==> src/rtl/lei_pkg.sv <==
// Package for the line edit input buffer: sizes, key codes, request and
// result types, state and pointer-unit encodings, ring slot helper.
// No dependencies.
`timescale 1ns / 1ps

package lei_pkg;

   localparam int DEPTH  = 128;
   localparam int SPAN   = 2 * DEPTH;
   localparam int PTR_W  = $clog2(SPAN);
   localparam int SLOT_W = (DEPTH > 1) ? $clog2(DEPTH) : 1;

   localparam logic [7:0] KEY_NUL     = 8'h00;
   localparam logic [7:0] KEY_CTRL_D  = 8'h04;
   localparam logic [7:0] KEY_CTRL_H  = 8'h08;
   localparam logic [7:0] KEY_NEWLINE = 8'h0A;
   localparam logic [7:0] KEY_CTRL_P  = 8'h10;
   localparam logic [7:0] KEY_CTRL_U  = 8'h15;

   localparam logic OP_KEY  = 1'b0;
   localparam logic OP_READ = 1'b1;

   localparam logic [1:0] RD_NONE  = 2'd0;
   localparam logic [1:0] RD_DATA  = 2'd1;
   localparam logic [1:0] RD_EOF   = 2'd2;
   localparam logic [1:0] RD_EMPTY = 2'd3;

   typedef struct packed {
      logic       opcode;
      logic [7:0] key_char;
      logic       first_of_read;
   } req_type;

   typedef struct packed {
      logic       echo_valid;
      logic [7:0] echo_char;
      logic [7:0] erase_count;
      logic       line_ready;
      logic [1:0] read_status;
      logic [7:0] read_char;
   } rsp_type;

   typedef struct packed {
      logic              wr_en;
      logic [SLOT_W-1:0] wr_addr;
      logic [7:0]        wr_data;
      logic [SLOT_W-1:0] rd_addr;
   } mem_req_type;

   typedef enum logic [1:0] {
      PTR_INC,
      PTR_DEC,
      PTR_DIST
   } ptr_op_type;

   typedef enum logic [2:0] {
      S_IDLE,
      S_DISPATCH,
      S_STORE_CHK,
      S_STORE_ADV,
      S_STORE_FULL,
      S_KILL_TEST,
      S_KILL_CHK,
      S_READ_CHK
   } state_type;

   function automatic logic [SLOT_W-1:0] ptr_slot(input logic [PTR_W-1:0] p);
      logic [PTR_W-1:0] s;
      if (p >= PTR_W'(DEPTH)) begin
         s = p - PTR_W'(DEPTH);
      end else begin
         s = p;
      end
      return s[SLOT_W-1:0];
   endfunction

endpackage

==> src/rtl/lei_ptr_unit.sv <==
// Shared pointer arithmetic unit: increment, decrement and distance of
// ring pointers that count modulo twice the ring depth. Uses lei_pkg.
`timescale 1ns / 1ps

module lei_ptr_unit (
   input  lei_pkg::ptr_op_type        op,
   input  logic [lei_pkg::PTR_W-1:0]  a,
   input  logic [lei_pkg::PTR_W-1:0]  b,
   output logic [lei_pkg::PTR_W-1:0]  result
);

   logic [lei_pkg::PTR_W:0] wrap_sum;

   assign wrap_sum = {1'b0, a} + (lei_pkg::PTR_W + 1)'(lei_pkg::SPAN) - {1'b0, b};

   always_comb begin
      unique case (op)
         lei_pkg::PTR_INC: begin
            result = (a == lei_pkg::PTR_W'(lei_pkg::SPAN - 1)) ? '0 :
                     a + lei_pkg::PTR_W'(1);
         end
         lei_pkg::PTR_DEC: begin
            result = (a == '0) ? lei_pkg::PTR_W'(lei_pkg::SPAN - 1) :
                     a - lei_pkg::PTR_W'(1);
         end
         lei_pkg::PTR_DIST: begin
            result = (a >= b) ? a - b : wrap_sum[lei_pkg::PTR_W-1:0];
         end
         default: begin
            result = a;
         end
      endcase
   end

endmodule

==> src/rtl/lei_store.sv <==
// Line store: the ring of key bytes, one write and one registered read
// port. Uses lei_pkg for its size and port struct.
`timescale 1ns / 1ps

module lei_store (
   input  logic                 clock,
   input  lei_pkg::mem_req_type mem_req,
   output logic [7:0]           rd_data
);

   logic [7:0] mem_ff [lei_pkg::DEPTH];
   logic [7:0] rd_data_ff;

   always_ff @(posedge clock) begin
      if (mem_req.wr_en) begin
         mem_ff[mem_req.wr_addr] <= mem_req.wr_data;
      end
      rd_data_ff <= mem_ff[mem_req.rd_addr];
   end

   assign rd_data = rd_data_ff;

endmodule

==> src/rtl/lei_ctrl.sv <==
// Sequencer of the line edit input buffer: pointers, request decode and
// result register. Uses lei_pkg and the shared lei_ptr_unit.
`timescale 1ns / 1ps

module lei_ctrl (
   input  logic                 clock,
   input  logic                 reset,
   input  logic                 start,
   input  lei_pkg::req_type     req,
   output logic                 busy,
   output logic                 rsp_strobe,
   output lei_pkg::rsp_type     rsp,
   output lei_pkg::mem_req_type mem_req,
   input  logic [7:0]           rd_data
);

   lei_pkg::state_type        state_ff, state_in;
   lei_pkg::req_type          req_ff, req_in;
   logic [lei_pkg::PTR_W-1:0] read_ff, read_in;
   logic [lei_pkg::PTR_W-1:0] commit_ff, commit_in;
   logic [lei_pkg::PTR_W-1:0] edit_ff, edit_in;
   logic [lei_pkg::PTR_W-1:0] scan_ff, scan_in;
   logic [7:0]                count_ff, count_in;
   logic                      rsp_valid_ff, rsp_valid_in;
   lei_pkg::rsp_type          rsp_ff, rsp_in;

   lei_pkg::ptr_op_type       unit_op;
   logic [lei_pkg::PTR_W-1:0] unit_a;
   logic [lei_pkg::PTR_W-1:0] unit_b;
   logic [lei_pkg::PTR_W-1:0] unit_res;

   lei_ptr_unit u_ptr_unit (
      .op     (unit_op),
      .a      (unit_a),
      .b      (unit_b),
      .result (unit_res)
   );

   always_ff @(posedge clock) begin
      if (reset) begin
         state_ff     <= lei_pkg::S_IDLE;
         read_ff      <= '0;
         commit_ff    <= '0;
         edit_ff      <= '0;
         rsp_valid_ff <= 1'b0;
      end else begin
         state_ff     <= state_in;
         read_ff      <= read_in;
         commit_ff    <= commit_in;
         edit_ff      <= edit_in;
         rsp_valid_ff <= rsp_valid_in;
      end
      req_ff   <= req_in;
      scan_ff  <= scan_in;
      count_ff <= count_in;
      rsp_ff   <= rsp_in;
   end

   always_comb begin
      state_in        = state_ff;
      req_in          = req_ff;
      read_in         = read_ff;
      commit_in       = commit_ff;
      edit_in         = edit_ff;
      scan_in         = scan_ff;
      count_in        = count_ff;
      rsp_valid_in    = 1'b0;
      rsp_in          = rsp_ff;
      unit_op         = lei_pkg::PTR_INC;
      unit_a          = edit_ff;
      unit_b          = read_ff;
      mem_req         = '0;
      mem_req.rd_addr = lei_pkg::ptr_slot(read_ff);

      unique case (state_ff)
         lei_pkg::S_IDLE: begin
            if (start) begin
               req_in   = req;
               count_in = '0;
               state_in = lei_pkg::S_DISPATCH;
            end
         end
         lei_pkg::S_DISPATCH: begin
            if (req_ff.opcode == lei_pkg::OP_READ) begin
               if (read_ff == commit_ff) begin
                  rsp_in             = '0;
                  rsp_in.read_status = lei_pkg::RD_EMPTY;
                  rsp_valid_in       = 1'b1;
                  state_in           = lei_pkg::S_IDLE;
               end else begin
                  state_in = lei_pkg::S_READ_CHK;
               end
            end else begin
               case (req_ff.key_char) inside
                  lei_pkg::KEY_NUL, lei_pkg::KEY_CTRL_P: begin
                     rsp_in       = '0;
                     rsp_valid_in = 1'b1;
                     state_in     = lei_pkg::S_IDLE;
                  end
                  lei_pkg::KEY_CTRL_U: begin
                     state_in = lei_pkg::S_KILL_TEST;
                  end
                  lei_pkg::KEY_CTRL_H: begin
                     unit_op = lei_pkg::PTR_DEC;
                     rsp_in  = '0;
                     if (edit_ff != commit_ff) begin
                        edit_in            = unit_res;
                        rsp_in.erase_count = 8'd1;
                     end
                     rsp_valid_in = 1'b1;
                     state_in     = lei_pkg::S_IDLE;
                  end
                  default: begin
                     state_in = lei_pkg::S_STORE_CHK;
                  end
               endcase
            end
         end
         lei_pkg::S_STORE_CHK: begin
            unit_op = lei_pkg::PTR_DIST;
            if (unit_res < lei_pkg::PTR_W'(lei_pkg::DEPTH)) begin
               mem_req.wr_en   = 1'b1;
               mem_req.wr_addr = lei_pkg::ptr_slot(edit_ff);
               mem_req.wr_data = req_ff.key_char;
               state_in        = lei_pkg::S_STORE_ADV;
            end else begin
               rsp_in       = '0;
               rsp_valid_in = 1'b1;
               state_in     = lei_pkg::S_IDLE;
            end
         end
         lei_pkg::S_STORE_ADV: begin
            unit_op  = lei_pkg::PTR_INC;
            edit_in  = unit_res;
            state_in = lei_pkg::S_STORE_FULL;
         end
         lei_pkg::S_STORE_FULL: begin
            unit_op           = lei_pkg::PTR_DIST;
            rsp_in            = '0;
            rsp_in.echo_valid = 1'b1;
            rsp_in.echo_char  = req_ff.key_char;
            if (req_ff.key_char == lei_pkg::KEY_NEWLINE ||
                req_ff.key_char == lei_pkg::KEY_CTRL_D ||
                unit_res == lei_pkg::PTR_W'(lei_pkg::DEPTH)) begin
               commit_in         = edit_ff;
               rsp_in.line_ready = 1'b1;
            end
            rsp_valid_in = 1'b1;
            state_in     = lei_pkg::S_IDLE;
         end
         lei_pkg::S_KILL_TEST: begin
            unit_op = lei_pkg::PTR_DEC;
            if (edit_ff == commit_ff) begin
               rsp_in             = '0;
               rsp_in.erase_count = count_ff;
               rsp_valid_in       = 1'b1;
               state_in           = lei_pkg::S_IDLE;
            end else begin
               scan_in         = unit_res;
               mem_req.rd_addr = lei_pkg::ptr_slot(unit_res);
               state_in        = lei_pkg::S_KILL_CHK;
            end
         end
         lei_pkg::S_KILL_CHK: begin
            if (rd_data == lei_pkg::KEY_NEWLINE) begin
               rsp_in             = '0;
               rsp_in.erase_count = count_ff;
               rsp_valid_in       = 1'b1;
               state_in           = lei_pkg::S_IDLE;
            end else begin
               edit_in = scan_ff;
               if (count_ff != 8'hFF) begin
                  count_in = count_ff + 8'd1;
               end
               state_in = lei_pkg::S_KILL_TEST;
            end
         end
         lei_pkg::S_READ_CHK: begin
            unit_op = lei_pkg::PTR_INC;
            unit_a  = read_ff;
            rsp_in  = '0;
            if (rd_data == lei_pkg::KEY_CTRL_D) begin
               rsp_in.read_status = lei_pkg::RD_EOF;
               if (req_ff.first_of_read) begin
                  read_in = unit_res;
               end
            end else begin
               read_in            = unit_res;
               rsp_in.read_status = lei_pkg::RD_DATA;
               rsp_in.read_char   = rd_data;
            end
            rsp_valid_in = 1'b1;
            state_in     = lei_pkg::S_IDLE;
         end
         default: begin
            state_in = lei_pkg::S_IDLE;
         end
      endcase
   end

   assign busy       = (state_ff != lei_pkg::S_IDLE);
   assign rsp_strobe = rsp_valid_ff;
   assign rsp        = rsp_ff;

   a_rsp_after_work: assert property (@(posedge clock) disable iff (reset)
      rsp_valid_ff |-> $past(state_ff != lei_pkg::S_IDLE))
      else $error("result strobe without a request in progress");

   a_commit_moves_on_store: assert property (@(posedge clock) disable iff (reset)
      (!$past(reset) && commit_ff != $past(commit_ff))
         |-> $past(state_ff == lei_pkg::S_STORE_FULL))
      else $error("commit pointer moved outside a stored key");

   a_read_moves_on_read: assert property (@(posedge clock) disable iff (reset)
      (!$past(reset) && read_ff != $past(read_ff))
         |-> $past(state_ff == lei_pkg::S_READ_CHK))
      else $error("read pointer moved outside a read request");

endmodule

==> src/rtl/line_edit_input_buffer_top.sv <==
// Top level of the line edit input buffer: joins the sequencer and the
// line store. Uses lei_pkg, lei_ctrl and lei_store.
// Ctrl-P, a zero key, Ctrl-H and an empty read are answered from the dispatch
// state; a read, or a key dropped on a full ring, from its check state; a
// stored key passes the store check, advance and full states; Ctrl-U loops
// through kill test and kill check per erased byte until the commit point or
// a stored newline. busy is low in the strobe cycle, so a request may follow.
// Synchronous reset empties the ring pointers; the results cannot be stalled.
`timescale 1ns / 1ps

module line_edit_input_buffer_top (
   input  logic             clock,
   input  logic             reset,
   input  logic             start,
   output logic             busy,
   input  lei_pkg::req_type req_payload,
   output logic             rsp_strobe,
   output lei_pkg::rsp_type rsp_payload
);

   lei_pkg::mem_req_type mem_req;
   logic [7:0]           rd_data;

   lei_ctrl u_ctrl (
      .clock      (clock),
      .reset      (reset),
      .start      (start),
      .req        (req_payload),
      .busy       (busy),
      .rsp_strobe (rsp_strobe),
      .rsp        (rsp_payload),
      .mem_req    (mem_req),
      .rd_data    (rd_data)
   );

   lei_store u_store (
      .clock   (clock),
      .mem_req (mem_req),
      .rd_data (rd_data)
   );

endmodule
==> config.mk <==
export PLATFORM = sky130hd
export DESIGN_NAME = line_edit_input_buffer_top
export DESIGN_NICKNAME = d
export VERILOG_FILES = /design/src/rtl/lei_pkg.sv /design/src/rtl/lei_ptr_unit.sv /design/src/rtl/lei_store.sv /design/src/rtl/lei_ctrl.sv /design/src/rtl/line_edit_input_buffer_top.sv
export SDC_FILE = /design/constraint.sdc
export NUM_CORES = 2
export LEC_CHECK = 0
export ABC_AREA = 1
export BUFFER_PORTS_ARGS = -buffer_cell sky130_fd_sc_hd__buf_4
export CAP_MARGIN = 15
export CORE_MARGIN = 3
export CORE_UTILIZATION = 50
export DETAILED_ROUTE_END_ITERATION = 12
export GPL_TIMING_DRIVEN = 0
export HOLD_SLACK_MARGIN = 0.03
export PLACE_DENSITY_LB_ADDON = 0.08
export SETUP_SLACK_MARGIN = 0.02
export SYNTH_ARGS = -nofsm -noshare
export SYNTH_HDL_FRONTEND = slang
export SYNTH_SLANG_ARGS = --single-unit
==> constraint.sdc <==
create_clock -name clock -period 8.2 [get_ports clock]
set_clock_uncertainty 0.2 [all_clocks]
set_input_delay 0.41 -clock clock [delete_from_list [all_inputs] [get_ports clock]]
set_output_delay 0.41 -clock clock [all_outputs]
set_load 0.01 [all_outputs]
## After elaboration in Yosys (flattened, before gate mapping)

Memory sizes are Yosys's and may differ from the RTL's. A register that Yosys moved wholly into a read port is not among the register bits.
Cells that the tools add are included.

| cells by class | value |
|---|---|
| $mul | 0 |
| reductions and logical operators | 20 |
| mux-type cells | 64 |
| $lt $le $gt $ge | 5 |
| add/sub/neg operators | 9 |
| shifts and indexed selects | 0 |
| bitwise operators | 1 |
| div/mod/pow operators | 0 |
| equality and inequality tests | 37 |

Operators with widths:

| kind | number |
|---|---|
| $mux W28 | 8 |
| $pmux W28 S6 | 1 |
| $mux W8 | 16 |
| $pmux W8 S3 | 2 |
| $mux W7 | 5 |
| $mux W16 | 2 |
| $add A8 B1 Y8 const B | 3 |
| $eq A8 B4 Y1 const B | 3 |
| $ge A8 B8 Y1 const B | 3 |
| $mux W3 | 7 |
| $pmux W3 S7 | 1 |
| $sub A7 B1 Y7 const B | 3 |
| $eq A8 B3 Y1 const B | 2 |
| $eq A8 B5 Y1 const B | 2 |
| $eq A8 B8 Y1 | 2 |
| $eq A8 B8 Y1 const B | 2 |
| $logic_not A8 Y1 | 2 |
| $pmux W8 S2 | 1 |
| $sub A8 B8 Y8 | 2 |
| $reduce_and A7 Y1 | 2 |
| $mux W1 | 13 |
| $eq A3 B3 Y1 const B | 4 |
| $mux W2 | 6 |
| $ne A2 B1 Y1 const B | 6 |
| 25 further kinds | 38 |

| word-level totals | value |
|---|---|
| bits in read-only memories | 0 |
| bits of input ports | 13 |
| bits in latches | 0 |
| memory bits (writable) | 1024 |
| memories | 1 |
| logic and storage cells | 153 |
| output and inout port bits | 30 |
| flip-flop bits (word level) | 82 |

Memories:

| name | depth | bits a word | rd ports | clocked after Yosys merged registers in | wr ports | line | RTL |
|---|---|---|---|---|---|---|---|
| u_store.mem_ff | 128 | 8 | 1 | 1 | 1 | lei_store.sv:11 | `logic [7:0] mem_ff [lei_pkg::DEPTH];` |

## Longest topological paths before layout

| logic depth | value |
|---|---|
| depth after elaboration | 14 |
| mapped depth | 26 |

## Modules after synthesis

From an unflattened synthesis, not the netlist that was laid out.

| second synthesis, totals | value |
|---|---|
| cells, all modules | 4237 |
| area total of the unflattened synthesis | 47032.6 um2 |

Modules (own cells, without submodules):

| module | instances | seq. area each (um2) | cells each | area an instance (um2) |
|---|---|---|---|---|
| lei_store | 1 | 30909.6 | 3575 | 42104.1 |
| lei_ctrl | 1 | 2182.1 | 488 | 4022.6 |
| lei_ptr_unit | 1 | 0.0 | 174 | 905.9 |

## Least setup slack after synthesis

No wires, ideal clock.

| timing | value |
|---|---|
| path type | register to register |
| from | reg u_ctrl.state_ff[2] |
| to | mem u_store.mem_ff[0][0], data pin |
| period minus slack after synthesis | 6542 ps |
| data arrival time | 5546 ps |
| cell stages (with the launch flop) | 19 |
| setup slack | 1658 ps |
| cell sequence | dfxtp_1 -> buf_4 -> nand3_4 -> o21ai_0 -> ha_1 -> nand3_1 -> nand3_1 -> nand2_1 -> nand2_1 -> a21oi_1 -> nor2_1 -> o21ai_0 -> nand3b_1 -> nand3_1 -> nand3_4 -> nor2_8 -> inv_2 -> buf_2 -> nor2_1 |

RTL lines:

| what | line | RTL |
|---|---|---|
| start: declaration | lei_ctrl.sv:17 | `lei_pkg::state_type state_ff, state_in;` |
| start signal: assignment | lei_ctrl.sv:41 | `state_ff <= lei_pkg::S_IDLE;` |
| start signal: assignment | lei_ctrl.sv:47 | `state_ff <= state_in;` |
| end: declaration | lei_store.sv:11 |  |

## Final worst setup path

| timing | value |
|---|---|
| from | reg u_ctrl.state_ff[2] |
| to | mem u_store.mem_ff[61][2], enable pin |

| between the ends | value |
|---|---|
| word-level cells in the longest chain between the ends | 11 |

Ends and longest elaborated chain:

| what | line | RTL |
|---|---|---|
| $eq A3 B3 Y1 | lei_ctrl.sv:75 | `unique case (state_ff)` |
| $mux W8 | lei_ctrl.sv:75 |  |
| $add A8 B1 Y8 | lei_ptr_unit.sv:14 | `assign wrap_sum = {1'b0, a} + (lei_pkg::PTR_W + 1)'(lei_pkg::SPAN) - {1'b0, b};` |
| $sub A8 B8 Y8 | lei_ptr_unit.sv:14 |  |
| $mux W8 | lei_ptr_unit.sv:27 | `result = (a >= b) ? a - b : wrap_sum[lei_pkg::PTR_W-1:0];` |
| $pmux W8 S3 (*) | lei_ptr_unit.sv:17 | `unique case (op)` |
| named net u_ctrl.u_ptr_unit.result, one bit | lei_ptr_unit.sv:9 | `output logic [lei_pkg::PTR_W-1:0] result` |
| $lt A8 B8 Y1 (*) | lei_ctrl.sv:121 | `if (unit_res < lei_pkg::PTR_W'(lei_pkg::DEPTH)) begin` |
| $mux W16 (*) | lei_ctrl.sv:121 |  |
| $mux W16 (*) | lei_ctrl.sv:75 |  |
| $mux W1 | lei_store.sv:15 | `if (mem_req.wr_en) begin` |
| $mux W1 (implied by the code) | lei_store.sv:16 | `mem_ff[mem_req.wr_addr] <= mem_req.wr_data;` |

The timed path passes the listed nets; every way through them passes the cells marked *.

==> summary.txt <==
Die
  • Core area: 99,000 um^2
  • Starting Density: roughly 51%
  • I/O pin cnt: 43
  • Std cell rows: 115
  • Die area: 104,000 um^2
  • Die W: ~320 um
  • Die H: between 300 and 400 um

Synthesis
  • Number of enable flip-flop cells after synthesis: 1,078
  • Adder-Cell Fraction of Synth Area: 0.314%
  • Largest family of logic cells by synthesized area: simple AND/OR/NAND/NOR gates
  • Post-synth top area share: between 60% and 70%
  • Largest area contributor in the netlist: edfxtp_1
  • Area contributors post-synth: edfxtp_1, nand3_1, nand2_1, inv_1, buf_2
  • Complex-gate fraction of the synthesized area: under 10%
  • Ys flop type: edfxtp_1
  • Seq/Total Area, Yosys: 65.8%
  • Ys async rst share: 0%
  • Avg Synthesized Cell Area: about 10 um^2
  • Synth Register Bits: between 1,000 and 1,500
  • Post-synth net total: 5,023
  • Post-Synth XOR/XNOR Area: 0.174%
  • Cell area after synthesis: roughly 50,000 um^2
  • YS warnings: 0
  • Synthesized instance count: 4,998
  • Post-synthesis simple-gate area fraction: 22.4%
  • Unique masters post-synth: between 40 and 50
  • Mux contribution to synthesized area: 0%

Layout
  • Max reg flops: 1,024
  • Nets: approximately 5,200
  • Antenna cells: 0
  • Post-route insts no fill: 6,593
  • Leading cell type in the layout, fill and taps excluded: nand2_1
  • Area growth, synth to finish: 13.1%
  • Biggest register: u_store.mem_ff
  • Commonest cells after routing, fill and taps aside: nand2_1, edfxtp_1, nand3_1, inv_1, nor2_1
  • Filler cell count: 8,635
  • Layout cells sized above 1: about a tenth
  • Post-route design area: 56,900 um^2

Worst setup path
  • CP peak stage delay: 1.02 ns
  • Critical path depth in cells: 19
  • Top Family by Delay on Critical Path: simple AND/OR/NAND/NOR gates
  • Crit path kind: reg2reg
  • Crit. Startpoint: u_ctrl.state_ff[2]
  • Reg-to-reg endpoint: u_store.mem_ff[61][2]
  • Worst R2R Start: u_ctrl.state_ff[2]
  • CP Max Fanout: 10
  • Worst path slowest cell: nor2_1
  • R2R Setup Slk: 1.92 ns
  • R2R depth: 19
  • CP bufs+invs: 1
  • CP arrival: around 6.4 ns
  • Req. time, crit path: 8.31 ns
  • Crit end category: register
  • Crit path launch type: register
  • Critical Path End: u_store.mem_ff[61][2]
  • Crit-path most repeated cell: nand2_1
  • CP cell instances: buf_4, nand3_4, o21ai_0, ha_1, nand3_1, nand3_1, nand2_1, nand2_1, a21oi_1, nor2_1, o21ai_0, nand3b_1, nand3_1, nand3_4, nor2_8, nand2_1, nor2_1, nand2_1, nor2_1

Clock tree
  • Setup bufs post-CTS: 0
  • Clock root cell: clkbuf_16
  • H-Tree Depth: 3
  • Sink Count: 1,114
  • TritonCTS Buffers: between 100 and 150
  • CTS tree: yes
  • Clock Pin Slew Worst Setup and Hold Paths: 0.06 ns
  • Max Root-Sink Buffers: 3
  • Clk Latency, worst-skew pair: between 0.7 and 0.8 ns

Timing
  • Worst-Margin Slew: 1.29 ns
  • Peak Freq: 0.159 GHz
  • Crit path time final: roughly 6.3 ns
  • Relative slew slack: between 10% and 20%
  • Period utilization: ~77%
  • Final Worst Setup Slack: 1.92 ns
  • Final Max Tran Viols: 0
  • Finish-stage setup viols: 0
  • Fin Hold WS: 0.220 ns
  • RSZ-0062 raised after global routing: false
  • Final Hold Vio Count: 0

Detailed routing
  • Vias after detailed routing: 37,000
  • ANT nets after route: 0
  • Detailed Route WL: 167,000 um
  • Routed vias/inst: 5.61
  • DR DRC count: 0
  • Drt pass-1 iters: 8
  • DR WL/cell: 25.3 um
  • Initial DRC count: 4,739

Power and ir drop
  • Peak supply drop: roughly 190 uV
  • Leakage power: roughly 0.024 uW
  • Power Total: 13,300 uW
  • Power per cell area: 235 nW/um^2

Place
  • Placer congestion estimate: between 0.9 and 1
  • Post-Place Worst Slack: 2.21 ns
  • Placed Instances: 6,358
  • Post-DP Area: between 50,000 and 60,000 um^2
  • Port bufs: 41
  • Hpwl dp: 116,000 um

Job
  • Max_cap viols: 0

Global routing
  • Largest net degree at the start of global routing: around 40
  • GRT Total Usage: 31.8%
  • Antenna violations before repair: 1
  • Via count of the first global-routing pass: 34,000
  • First-pass GRT wire length: 236,000 um
  • Total grt overflow: 0

Status
  • Status: finished, final reports clean

Worst hold path
  • HP Class: in2reg
-- metal layers --
layer / vias to the layer above / share of wire, % / GRT usage (%)
met1: 17800 / 40 / 44.0
li1: 16800 / - / -
met4: 2 / 5.3 / 14.8
met2: 1961 / 45 / 49.9
met5: - / 0.0078 / 0
met3: 409 / 9.4 / 4.80
-- where the power goes --
part	switching (uW)	internal, uW
Sequential	59.1	6460
Combinational	1080	421
Clock	2260	3070
-- worst register-to-register path: cells and delay by family (launching register included) --
kind / cells / cell delay, ns
DFF: 1 / 0.32
buffers and inverters: 1 / 0.18
and+or+nand+nor: 14 / 3.87
adders and majority gates: 1 / 0.35
AOI/OAI and AO/OA: 3 / 0.98
-- stage by stage --
stage / utilization, % / TNS (ns)
floorplan: - / 0
global placement: 52.7 / -4640.71
detailed placement: 53.5 / 0
CTS: 57.4 / 0
global route: 57.5 / 0
finish: 57.5 / 0
-- worst min-delay path by stage --
stage	from	endpoint	slack [ns]	depth (start not counted)
2_1_floorplan	u_ctrl.edit_ff[7]	u_ctrl.commit_ff[7]	0.27	2
3_3_place_gp	u_ctrl.edit_ff[7]	u_ctrl.edit_ff[7]	0.33	2
3_5_place_dp	u_ctrl.edit_ff[7]	u_ctrl.edit_ff[7]	0.34	2
4_1_cts	req_payload[9]	u_ctrl.req_ff[9]	0.17	2
5_1_grt	req_payload[0]	u_ctrl.req_ff[0]	0.20	2
6_report	req_payload[3]	u_ctrl.req_ff[3]	0.22	2
-- logic make-up (layout without fill, tap and decap cells) --
family,count (synthesis),in the layout
compound gates,103,103
xor+xnor,10,10
fa+ha+maj,12,12
buf+inv,1248,1556
flops,1114,1114
simple gates,2511,2511
-- cells in the mapped netlist (2+ instances only) --
cell type	instances
o22ai_1	2
nor3_2	2
o31ai_1	2
nor2_2	8
buf_2	189
a21oi_1	37
o21ai_2	2
nand3b_1	65
a221oi_1	8
nand3_1	1059
nand3_2	4
buf_4	12
xnor2_1	5
nor3_1	8
ha_1	11
dfxtp_1	36
nor2_1	212
clkbuf_1	31
or2_2	6
o21ai_0	36
nand3_4	2
or2_1	2
o21ai_1	6
xor2_1	5
nand2_2	15
edfxtp_1	1078
inv_2	9
nand4_1	15
nand2_4	2
inv_1	987
nand2_1	1104
nor4_1	2
buf_1	4
buf_6	16
a211oi_1	2
-- final cells by class --
| type | count | area, um^2 | share of cell area, % |
|---|---|---|---|
| Clock inverter | 76 | 694 | 1.22 |
| Clock buffer | 145 | 3120 | 5.48 |
| Tap cell | 1287 | 1610 | 2.83 |
| Inverter | 996 | 3740 | 6.57 |
| Timing Repair Buffer | 87 | 1120 | 1.98 |
| Buffer | 252 | 1350 | 2.37 |
| Multi-Input combinational cell | 2636 | 12200 | 21.4 |
| Sequential cell | 1114 | 33100 | 58.2 |
-- repair_timing --
item | in CTS | in global routing
gates resized for setup | 0 | 0
hold endpoints to repair | 30 | 0
hold buffers | 12 | 0
Power figures use the tool's default switching activity.
